### config.mk
export PLATFORM = sky130hd
export DESIGN_NAME = ramped_differential_motor_drive
export DESIGN_NICKNAME = d
export VERILOG_FILES = /design/src/rtl/rdmd_pkg.sv /design/src/rtl/rdmd_lane.sv /design/src/rtl/rdmd_split.sv /design/src/rtl/rdmd_merge.sv /design/src/rtl/ramped_differential_motor_drive.sv
export SDC_FILE = /design/constraint.sdc
export NUM_CORES = 1
export LEC_CHECK = 0
export ABC_AREA = 1
export ABC_CLOCK_PERIOD_IN_PS = 4200
export CORE_UTILIZATION = 35
export DETAILED_ROUTE_END_ITERATION = 10
export DONT_BUFFER_PORTS = 1
export HOLD_SLACK_MARGIN = 0.1
export PLACE_DENSITY_LB_ADDON = 0.1
export SYNTH_ARGS = -nofsm -noshare
export SYNTH_HDL_FRONTEND = slang
export SYNTH_SLANG_ARGS = --single-unit
### constraint.sdc
create_clock -name clk_i -period 4.2 [get_ports clk_i]
set_clock_uncertainty 0.15 [all_clocks]
set_input_delay 0.21 -clock clk_i [delete_from_list [all_inputs] [get_ports clk_i]]
set_output_delay 0.21 -clock clk_i [all_outputs]
set_load 0.02 [all_outputs]
### src/rtl/rdmd_pkg.sv
`default_nettype none
package rdmd_pkg;

  localparam int unsigned STEP_W     = 8;
  localparam int unsigned PWM_W      = 10;
  localparam int unsigned DIST_W     = 16;
  localparam int unsigned CMD_W      = 2;
  localparam int unsigned CFG_IDX_W  = 2;
  localparam int unsigned CFG_DATA_W = 16;

  localparam logic [STEP_W-1:0] RAMP_STEP_RST      = STEP_W'(5);
  localparam logic [PWM_W-1:0]  PWM_LIMIT_RST      = PWM_W'(1023);
  localparam logic [DIST_W-1:0] OBSTACLE_LIMIT_RST = DIST_W'(80);

  typedef enum logic [CFG_IDX_W-1:0] {
    REG_RAMP_STEP      = 2'd0,
    REG_PWM_LIMIT      = 2'd1,
    REG_OBSTACLE_LIMIT = 2'd2
  } reg_idx_e;

  typedef enum logic [CMD_W-1:0] {
    CMD_SET   = 2'd0,
    CMD_RAMP  = 2'd1,
    CMD_BEGIN = 2'd2,
    CMD_END   = 2'd3
  } cmd_e;

  typedef enum logic [1:0] {
    DIR_OFF = 2'd0,
    DIR_FWD = 2'd1,
    DIR_REV = 2'd2
  } dir_e;

  typedef enum logic [1:0] {
    LOP_HOLD = 2'd0,
    LOP_SET  = 2'd1,
    LOP_RAMP = 2'd2,
    LOP_ZERO = 2'd3
  } lane_op_e;

  typedef struct packed {
    lane_op_e op;
    logic     emit;
  } lane_ctrl_t;

  typedef struct packed {
    logic safety_active;
    logic obstacle_event;
  } flags_t;

endpackage
`default_nettype wire

### src/rtl/rdmd_lane.sv
`default_nettype none
module rdmd_lane
  import rdmd_pkg::*;
#(
  parameter int unsigned SPEED_BITS = 12
) (
  input  wire                          clk_i,
  input  wire                          rst_ni,
  input  wire                          en_i,
  input  lane_ctrl_t                   ctrl_i,
  input  wire logic signed [SPEED_BITS-1:0] target_i,
  input  wire logic [STEP_W-1:0]       step_i,
  output logic signed [SPEED_BITS-1:0] speed_o
);

  localparam int unsigned RW = SPEED_BITS + 2;

  logic signed [SPEED_BITS-1:0] speed_q, speed_d;
  logic signed [SPEED_BITS-1:0] out_q;
  logic signed [RW-1:0]         cur, goal, step, up, dn, ramped;

  always_comb begin
    cur  = RW'(speed_q);
    goal = RW'(target_i);
    step = signed'(RW'(step_i));
    up   = cur + step;
    dn   = cur - step;
    if (cur < goal) begin
      ramped = (up < goal) ? up : goal;
    end else if (cur > goal) begin
      ramped = (dn > goal) ? dn : goal;
    end else begin
      ramped = cur;
    end
  end

  always_comb begin
    unique case (ctrl_i.op)
      LOP_HOLD: speed_d = speed_q;
      LOP_SET:  speed_d = target_i;
      LOP_RAMP: speed_d = ramped[SPEED_BITS-1:0];
      LOP_ZERO: speed_d = '0;
      default:  speed_d = speed_q;
    endcase
  end

  always_ff @(posedge clk_i or negedge rst_ni) begin
    if (!rst_ni) begin
      speed_q <= '0;
    end else if (en_i) begin
      speed_q <= speed_d;
    end
  end

  always_ff @(posedge clk_i) begin
    if (en_i && ctrl_i.emit) begin
      out_q <= speed_d;
    end
  end

  assign speed_o = out_q;

endmodule
`default_nettype wire

### src/rtl/rdmd_split.sv
`default_nettype none
module rdmd_split
  import rdmd_pkg::*;
#(
  parameter int unsigned SPEED_BITS = 12,
  parameter int unsigned DUTY_BITS  = 10
) (
  input  wire logic signed [SPEED_BITS-1:0] speed_i,
  input  wire logic [PWM_W-1:0]             pwm_limit_i,
  output dir_e                              dir_o,
  output logic [DUTY_BITS-1:0]              duty_o
);

  localparam int unsigned MW = (SPEED_BITS > DUTY_BITS) ? SPEED_BITS : DUTY_BITS;
  localparam int unsigned CW = ((MW > PWM_W) ? MW : PWM_W) + 2;
  localparam logic signed [CW-1:0] DMAX = CW'((64'd1 << DUTY_BITS) - 64'd1);

  logic signed [CW-1:0] spd, pwm, lim, clamped, mag;

  always_comb begin
    spd = CW'(speed_i);
    pwm = signed'(CW'(pwm_limit_i));
    lim = (pwm > DMAX) ? DMAX : pwm;
    if (spd > lim) begin
      clamped = lim;
    end else if (spd < -lim) begin
      clamped = -lim;
    end else begin
      clamped = spd;
    end
    if (clamped > 0) begin
      dir_o = DIR_FWD;
      mag   = clamped;
    end else if (clamped < 0) begin
      dir_o = DIR_REV;
      mag   = -clamped;
    end else begin
      dir_o = DIR_OFF;
      mag   = '0;
    end
    duty_o = mag[DUTY_BITS-1:0];
  end

endmodule
`default_nettype wire

### src/rtl/rdmd_merge.sv
`default_nettype none
module rdmd_merge
  import rdmd_pkg::*;
#(
  parameter int unsigned DUTY_BITS = 10,
  parameter int unsigned OUT_W     = 32
) (
  input  wire                       clk_i,
  input  wire                       rst_ni,
  input  wire                       valid_i,
  output logic                      ready_o,
  input  dir_e                      left_dir_i,
  input  wire logic [DUTY_BITS-1:0] left_duty_i,
  input  dir_e                      right_dir_i,
  input  wire logic [DUTY_BITS-1:0] right_duty_i,
  input  flags_t                    flags_i,
  output logic                      m_axis_tvalid,
  input  wire                       m_axis_tready,
  output logic [OUT_W-1:0]          m_axis_tdata
);

  localparam int unsigned PACK_W = 2 * DUTY_BITS + 6;

  logic             valid_q;
  logic [OUT_W-1:0] data_q;
  logic [PACK_W-1:0] packed_beat;

  assign packed_beat = {flags_i.obstacle_event, flags_i.safety_active,
                        right_duty_i, right_dir_i, left_duty_i, left_dir_i};

  assign ready_o = !valid_q || m_axis_tready;

  always_ff @(posedge clk_i or negedge rst_ni) begin
    if (!rst_ni) begin
      valid_q <= 1'b0;
    end else if (ready_o) begin
      valid_q <= valid_i;
    end
  end

  always_ff @(posedge clk_i) begin
    if (ready_o && valid_i) begin
      data_q <= OUT_W'(packed_beat);
    end
  end

  assign m_axis_tvalid = valid_q;
  assign m_axis_tdata  = data_q;

endmodule
`default_nettype wire

### src/rtl/ramped_differential_motor_drive.sv
// Each accepted beat is registered in the lanes, split, then registered again in the merge.
// Throughput: one beat per cycle unless m_axis stalls; lanes update held speed per beat.
// Begin commands and ramped updates with drive mode off produce no result beat.
// Reset (rst_ni low, asynchronous): held speeds zero, safety latch and command clear,
// registers at ramp_step 5, pwm_limit 1023, obstacle_limit 80; no beat pending.
`default_nettype none
module ramped_differential_motor_drive
  import rdmd_pkg::*;
#(
  parameter int unsigned SPEED_BITS = 12,
  parameter int unsigned DUTY_BITS  = 10
) (
  input  wire                           clk_i,
  input  wire                           rst_ni,
  input  wire                           cfg_we_i,
  input  wire logic [CFG_IDX_W-1:0]     cfg_idx_i,
  input  wire logic [CFG_DATA_W-1:0]    cfg_data_i,
  input  wire                           s_axis_tvalid,
  output logic                          s_axis_tready,
  // left_target, right_target, distance, mode_drive
  input  wire logic [((2*SPEED_BITS+DIST_W+1+7)/8)*8-1:0] s_axis_tdata,
  // cmd
  input  wire logic [CMD_W-1:0]         s_axis_tuser,
  output logic                          m_axis_tvalid,
  input  wire                           m_axis_tready,
  // left_dir, left_duty, right_dir, right_duty, safety_active, obstacle_event
  output logic [((2*DUTY_BITS+6+7)/8)*8-1:0] m_axis_tdata
);

  localparam int unsigned OUT_W = ((2*DUTY_BITS+6+7)/8)*8;

  logic [STEP_W-1:0] ramp_step_q;
  logic [PWM_W-1:0]  pwm_limit_q;
  logic [DIST_W-1:0] obstacle_limit_q;

  logic safety_q, safety_d;
  logic active_q, active_d;
  logic p1_valid_q;
  flags_t flags_q, flags_d;
  logic p1_ready, accept;

  cmd_e                         cmd;
  logic signed [SPEED_BITS-1:0] left_target, right_target;
  logic [DIST_W-1:0]            distance;
  logic                         mode_drive, obstacle;
  lane_ctrl_t                   ctrl;

  logic signed [SPEED_BITS-1:0] left_speed, right_speed;
  dir_e                         left_dir, right_dir;
  logic [DUTY_BITS-1:0]         left_duty, right_duty;

  assign cmd          = cmd_e'(s_axis_tuser);
  assign left_target  = s_axis_tdata[SPEED_BITS-1:0];
  assign right_target = s_axis_tdata[2*SPEED_BITS-1:SPEED_BITS];
  assign distance     = s_axis_tdata[2*SPEED_BITS+DIST_W-1:2*SPEED_BITS];
  assign mode_drive   = s_axis_tdata[2*SPEED_BITS+DIST_W];
  assign obstacle     = (distance != '0) && (distance <= obstacle_limit_q);

  assign s_axis_tready = !p1_valid_q || p1_ready;
  assign accept        = s_axis_tvalid && s_axis_tready;

  always_ff @(posedge clk_i or negedge rst_ni) begin
    if (!rst_ni) begin
      ramp_step_q      <= RAMP_STEP_RST;
      pwm_limit_q      <= PWM_LIMIT_RST;
      obstacle_limit_q <= OBSTACLE_LIMIT_RST;
    end else if (cfg_we_i) begin
      unique case (cfg_idx_i)
        REG_RAMP_STEP:      ramp_step_q      <= cfg_data_i[STEP_W-1:0];
        REG_PWM_LIMIT:      pwm_limit_q      <= cfg_data_i[PWM_W-1:0];
        REG_OBSTACLE_LIMIT: obstacle_limit_q <= cfg_data_i[DIST_W-1:0];
        default: ;
      endcase
    end
  end

  always_comb begin
    safety_d  = safety_q;
    active_d  = active_q;
    flags_d   = '0;
    ctrl.op   = LOP_HOLD;
    ctrl.emit = 1'b0;
    unique case (cmd)
      CMD_BEGIN: begin
        active_d = 1'b1;
        safety_d = 1'b0;
      end
      CMD_END: begin
        active_d  = 1'b0;
        safety_d  = 1'b0;
        ctrl.op   = LOP_ZERO;
        ctrl.emit = 1'b1;
      end
      CMD_SET, CMD_RAMP: begin
        if (cmd == CMD_SET || mode_drive) begin
          ctrl.emit = 1'b1;
          if (active_q && obstacle) begin
            safety_d               = 1'b1;
            ctrl.op                = LOP_ZERO;
            flags_d.obstacle_event = !safety_q;
          end else begin
            if (active_q) begin
              safety_d = 1'b0;
            end
            ctrl.op = (cmd == CMD_RAMP) ? LOP_RAMP : LOP_SET;
          end
        end
      end
      default: ;
    endcase
    flags_d.safety_active = safety_d;
  end

  always_ff @(posedge clk_i or negedge rst_ni) begin
    if (!rst_ni) begin
      safety_q   <= 1'b0;
      active_q   <= 1'b0;
      p1_valid_q <= 1'b0;
    end else begin
      if (accept) begin
        safety_q <= safety_d;
        active_q <= active_d;
      end
      if (accept && ctrl.emit) begin
        p1_valid_q <= 1'b1;
      end else if (p1_ready) begin
        p1_valid_q <= 1'b0;
      end
    end
  end

  always_ff @(posedge clk_i) begin
    if (accept && ctrl.emit) begin
      flags_q <= flags_d;
    end
  end

  rdmd_lane #(.SPEED_BITS(SPEED_BITS)) u_lane_left (
    .clk_i    (clk_i),
    .rst_ni   (rst_ni),
    .en_i     (accept),
    .ctrl_i   (ctrl),
    .target_i (left_target),
    .step_i   (ramp_step_q),
    .speed_o  (left_speed)
  );

  rdmd_lane #(.SPEED_BITS(SPEED_BITS)) u_lane_right (
    .clk_i    (clk_i),
    .rst_ni   (rst_ni),
    .en_i     (accept),
    .ctrl_i   (ctrl),
    .target_i (right_target),
    .step_i   (ramp_step_q),
    .speed_o  (right_speed)
  );

  rdmd_split #(.SPEED_BITS(SPEED_BITS), .DUTY_BITS(DUTY_BITS)) u_split_left (
    .speed_i     (left_speed),
    .pwm_limit_i (pwm_limit_q),
    .dir_o       (left_dir),
    .duty_o      (left_duty)
  );

  rdmd_split #(.SPEED_BITS(SPEED_BITS), .DUTY_BITS(DUTY_BITS)) u_split_right (
    .speed_i     (right_speed),
    .pwm_limit_i (pwm_limit_q),
    .dir_o       (right_dir),
    .duty_o      (right_duty)
  );

  rdmd_merge #(.DUTY_BITS(DUTY_BITS), .OUT_W(OUT_W)) u_merge (
    .clk_i         (clk_i),
    .rst_ni        (rst_ni),
    .valid_i       (p1_valid_q),
    .ready_o       (p1_ready),
    .left_dir_i    (left_dir),
    .left_duty_i   (left_duty),
    .right_dir_i   (right_dir),
    .right_duty_i  (right_duty),
    .flags_i       (flags_q),
    .m_axis_tvalid (m_axis_tvalid),
    .m_axis_tready (m_axis_tready),
    .m_axis_tdata  (m_axis_tdata)
  );

endmodule
`default_nettype wire

==> results.toml <==
[timing]
report.final.setup_viol = 0
finalWorstSetupSlack_ps = 112
report.final.hold_viol_count = 0
worstMarginPinSlew_ps = 1110
timing.max_slew.rel_slack = 0.259
max_freq_ghz = 0.245
final.period_utilization = 0.973
whs_ps = 113
grt_setup_unrepaired = "yes"
period_minus_slack_ps = 4090
fin_max_slew_vios = 0

[worst_setup_path]
endpoint_kind = "flop"
critical_path_maximum_fanout = 6
origin_of_the_critical_flop_to_flop_path = "u_lane_left.speed_q[0]$_DFFE_PN0P_"
cp_data_arrival_time_ps = 4130
crit_type = "reg -> reg"
critical_path.startpoint = "u_lane_left.speed_q[0]$_DFFE_PN0P_"
critPathLaunchType = "flop"
crit_required_ps = 4240

[synthesis]
yosys_most_used_dff = "sky130_fd_sc_hd__edfxtp_1"
synthArstFlopShare = 0.544
synth.cell_area_mm2 = 0.0124
yosys_register_bits = 114
synth_area_per_cell_um2 = 6.76
yosys_warnings = 0
ys_seq_area_frac = 0.253
synth-edff-count = 52
post-synth-top-count-cell = "sky130_fd_sc_hd__nand2_1"
synth.area.top_cells = "sky130_fd_sc_hd__ha_1 17%, sky130_fd_sc_hd__nand2_1 15%, sky130_fd_sc_hd__edfxtp_1 13%, sky130_fd_sc_hd__dfrtp_1 9.7%, sky130_fd_sc_hd__inv_1 9.3%"
synth_cells = 1832
synth_top_cell_by_area = "sky130_fd_sc_hd__ha_1"
synthTopCellsByCount = "497 x sky130_fd_sc_hd__nand2_1, 306 x sky130_fd_sc_hd__inv_1, 171 x sky130_fd_sc_hd__ha_1"
synth_top_area_frac = 0.173
synth.distinct_cells = 48

[power]
switching_power_uw = 3790
cellInternalPower_uw = 4100
powerDensity_mw_per_mm2 = 519
power_frac_comb = 0.600
power.sequential.fraction = 0.211
sw_frac_of_total = 0.481
power.ir.vdd_worst_v = 0.000303
clkPwrFrac = 0.188
cellLeakagePower_uw = 0.00787

[cts]
cts_tree = "built"
cts_buffers = 17
worst_skew_pair.late_latency_ps = 440
max-clock-path-buffers = 2
tritoncts_num_sinks = 114
cts_max_level = 4
clkSlewWorstSetupHoldPaths_ps = 70
buffer_cell_driving_the_clock_tree_root = "sky130_fd_sc_hd__clkbuf_16"

[floorplanning]
core_area_mm2 = 0.0346
boundaryPins = 107
chipWidth_um = 190
die_y_um = 190
std_cell_rows = 68
fp.dieArea_mm2 = 0.0361
initial_utilization = 0.357

[layout]
antennaDiodeCount = 0
post_route_cells_drive_above_1_share = 0.158
num-fill-cells = 3641
finish.net_count = 2205
syn2layout_area_growth_pct = 22.9

[grt]
antenna_found_initial = 0
grt_pass1_wl_um = 64800
largest_net_degree_at_the_start_of_global_routing = 63
grtUsageTotal = 0.231
global_route.overflow_total = 0
number_of_global_route_vias_before_repair = 11800

[route]
vias = 12300
route.detailed.wl_per_inst_um = 16.9
detail-route-antenna-nets = 0
wirelength_um = 41000
iteration_0_drc_count_of_the_detailed_router = 775
route.detailed.vias_per_inst = 5.06
detail_route.first_pass.iterations = 5
remaining_drc_errors = 0

[job]
max_cap_viol_count = 0

[placement]
placed_wire_length_estimate_um = 31800
port-buffer-count = 0
gp_congestion = 0.912
pre_cts_slack_ps = -74.3

[worst_hold_path]
start_point_of_the_worst_hold_path = "s_axis_tdata[5]"
hold_path.class = "in -> reg"

[outcome]
run_status = "finished, final reports clean"
power groups by stage:
| stage | Combinational (uW) | Clock, uW | Sequential, uW |
|---|---|---|---|
| floorplan | 2900 | 0 | 1610 |
| global placement | 4210 | 0 | 1670 |
| detailed placement | 4250 | 0 | 1670 |
| CTS | 4350 | 1520 | 1650 |
| global route | 5370 | 1560 | 1700 |
| finish | 4740 | 1490 | 1670 |
timing repair:
item                       in CTS  in global routing
hold buffers                   43                  1
gates cloned                    0                  2
resized for setup               9                145
setup endpoints to repair      13                 70
hold endpoints to repair      122                  1
pin swaps                       0                 47
setup buffers                   0                  8
critical path, cell delays in order, from the launching register on:
cell and delay (ps):
sky130_fd_sc_hd__dfrtp_1 390, sky130_fd_sc_hd__inv_1 70, sky130_fd_sc_hd__ha_2 190, sky130_fd_sc_hd__fa_2 400, sky130_fd_sc_hd__o21ai_2 130, sky130_fd_sc_hd__buf_6 120
sky130_fd_sc_hd__a21oi_1 70, sky130_fd_sc_hd__o21ai_1 160, sky130_fd_sc_hd__nand2_1 80, sky130_fd_sc_hd__nand2_1 80, sky130_fd_sc_hd__nand2_2 80, sky130_fd_sc_hd__ha_4 280
sky130_fd_sc_hd__nand2_1 50, sky130_fd_sc_hd__inv_1 60, sky130_fd_sc_hd__nand3_2 100, sky130_fd_sc_hd__nor3_4 220, sky130_fd_sc_hd__buf_4 130, sky130_fd_sc_hd__nand4_1 140
sky130_fd_sc_hd__nand3_4 180, sky130_fd_sc_hd__buf_6 130, sky130_fd_sc_hd__nand2_1 40, sky130_fd_sc_hd__o21ai_1 70, sky130_fd_sc_hd__nand2_1 60, sky130_fd_sc_hd__nand2_1 50
sky130_fd_sc_hd__nand2_1 50, sky130_fd_sc_hd__nand2_2 100, sky130_fd_sc_hd__a22oi_2 60, sky130_fd_sc_hd__buf_4 160
state kept, by name (all words and copies together) (netlist names):
| name | cells |
|---|---|
| active_q | 1 |
| flags_q | 2 |
| obstacle_limit_q | 16 |
| p1_valid_q | 1 |
| pwm_limit_q | 10 |
| ramp_step_q | 8 |
| safety_q | 1 |
| u_lane_left.speed_o | 12 |
| u_lane_left.speed_q | 12 |
| u_lane_right.speed_o | 12 |
| u_lane_right.speed_q | 12 |
| u_merge.m_axis_tdata | 26 |
| u_merge.m_axis_tvalid | 1 |
layout by cell type, fill, tap and decap left out, types with 43 or more instances in the layout:
| cell type | count |
|---|---|
| sky130_fd_sc_hd__nand3_1 | 127 |
| sky130_fd_sc_hd__inv_1 | 300 |
| sky130_fd_sc_hd__o21ai_0 | 109 |
| sky130_fd_sc_hd__ha_1 | 157 |
| sky130_fd_sc_hd__edfxtp_1 | 52 |
| sky130_fd_sc_hd__nand2_1 | 480 |
| sky130_fd_sc_hd__dlygate4sd3_1 | 43 |
| sky130_fd_sc_hd__buf_4 | 103 |
| sky130_fd_sc_hd__nor2_1 | 107 |
| sky130_fd_sc_hd__dfrtp_1 | 48 |
| sky130_fd_sc_hd__a21oi_1 | 86 |
worst paths after layout:
| kind | to | slack (ps) | cells past startpoint |
|---|---|---|---|
| worst max register to register | u_lane_left.speed_o[2]$_DFFE_PP_ | 110 | 27 |
| worst min register to register | u_merge.m_axis_tdata[24]$_DFFE_PP_ | 270 | 0 |
| max in group asynchronous | ramp_step_q[2]$_DFFE_PN1P_ | 3400 | 2 |
| worst max-delay path | u_lane_left.speed_o[2]$_DFFE_PP_ | 110 | 27 |
| worst min-delay path | u_lane_left.speed_q[5]$_DFFE_PN0P_ | 110 | 8 |
| min in group asynchronous | active_q$_DFFE_PN0P_ | 150 | 2 |
routing by layer:
layer / global-route usage / vias to the layer above / share of wire
met4: 0.0645 / 0 / 0.018
li1: - / 6187 / -
met5: 0 / - / 0
met3: 0.0275 / 35 / 0.044
met2: 0.372 / 287 / 0.45
met1: 0.324 / 5751 / 0.49
kinds of logic (layout without fill, tap and decap cells):
| family | after synthesis | after routing | synth area share |
|---|---|---|---|
| simple gates | 852 | 853 | 0.296 |
| buf+inv | 366 | 498 | 0.116 |
| compound gates | 278 | 278 | 0.122 |
| fa+ha+maj | 175 | 175 | 0.179 |
| flops | 114 | 114 | 0.253 |
| xor+xnor | 46 | 46 | 0.0332 |
| other cells | 1 | 6 | 0.000303 |
layout make-up:
cell class / instances / area (um2) / area share
clock inverters: 15 / 158 / 0.0104
inverters: 311 / 1170 / 0.0770
multi-input cells: 1358 / 8430 / 0.554
clock buffers: 17 / 425 / 0.0280
well taps: 455 / 569 / 0.0374
flip-flops and latches: 114 / 3130 / 0.206
repair buffers: 155 / 1330 / 0.0871
metrics by stage:
step	setup TNS, ps	utilization	instances	area, um2	power (uW)
floorplan	0	-	1837	12400	4510
global placement	-6.20	0.390	2341	13500	5890
detailed placement	-259	0.390	2341	13500	5920
CTS	0	0.420	2416	14600	7520
global route	-1320	0.439	2425	15200	8630
finish	0	0.439	2425	15200	7890
Note: power is estimated with default switching activity, not from simulation.
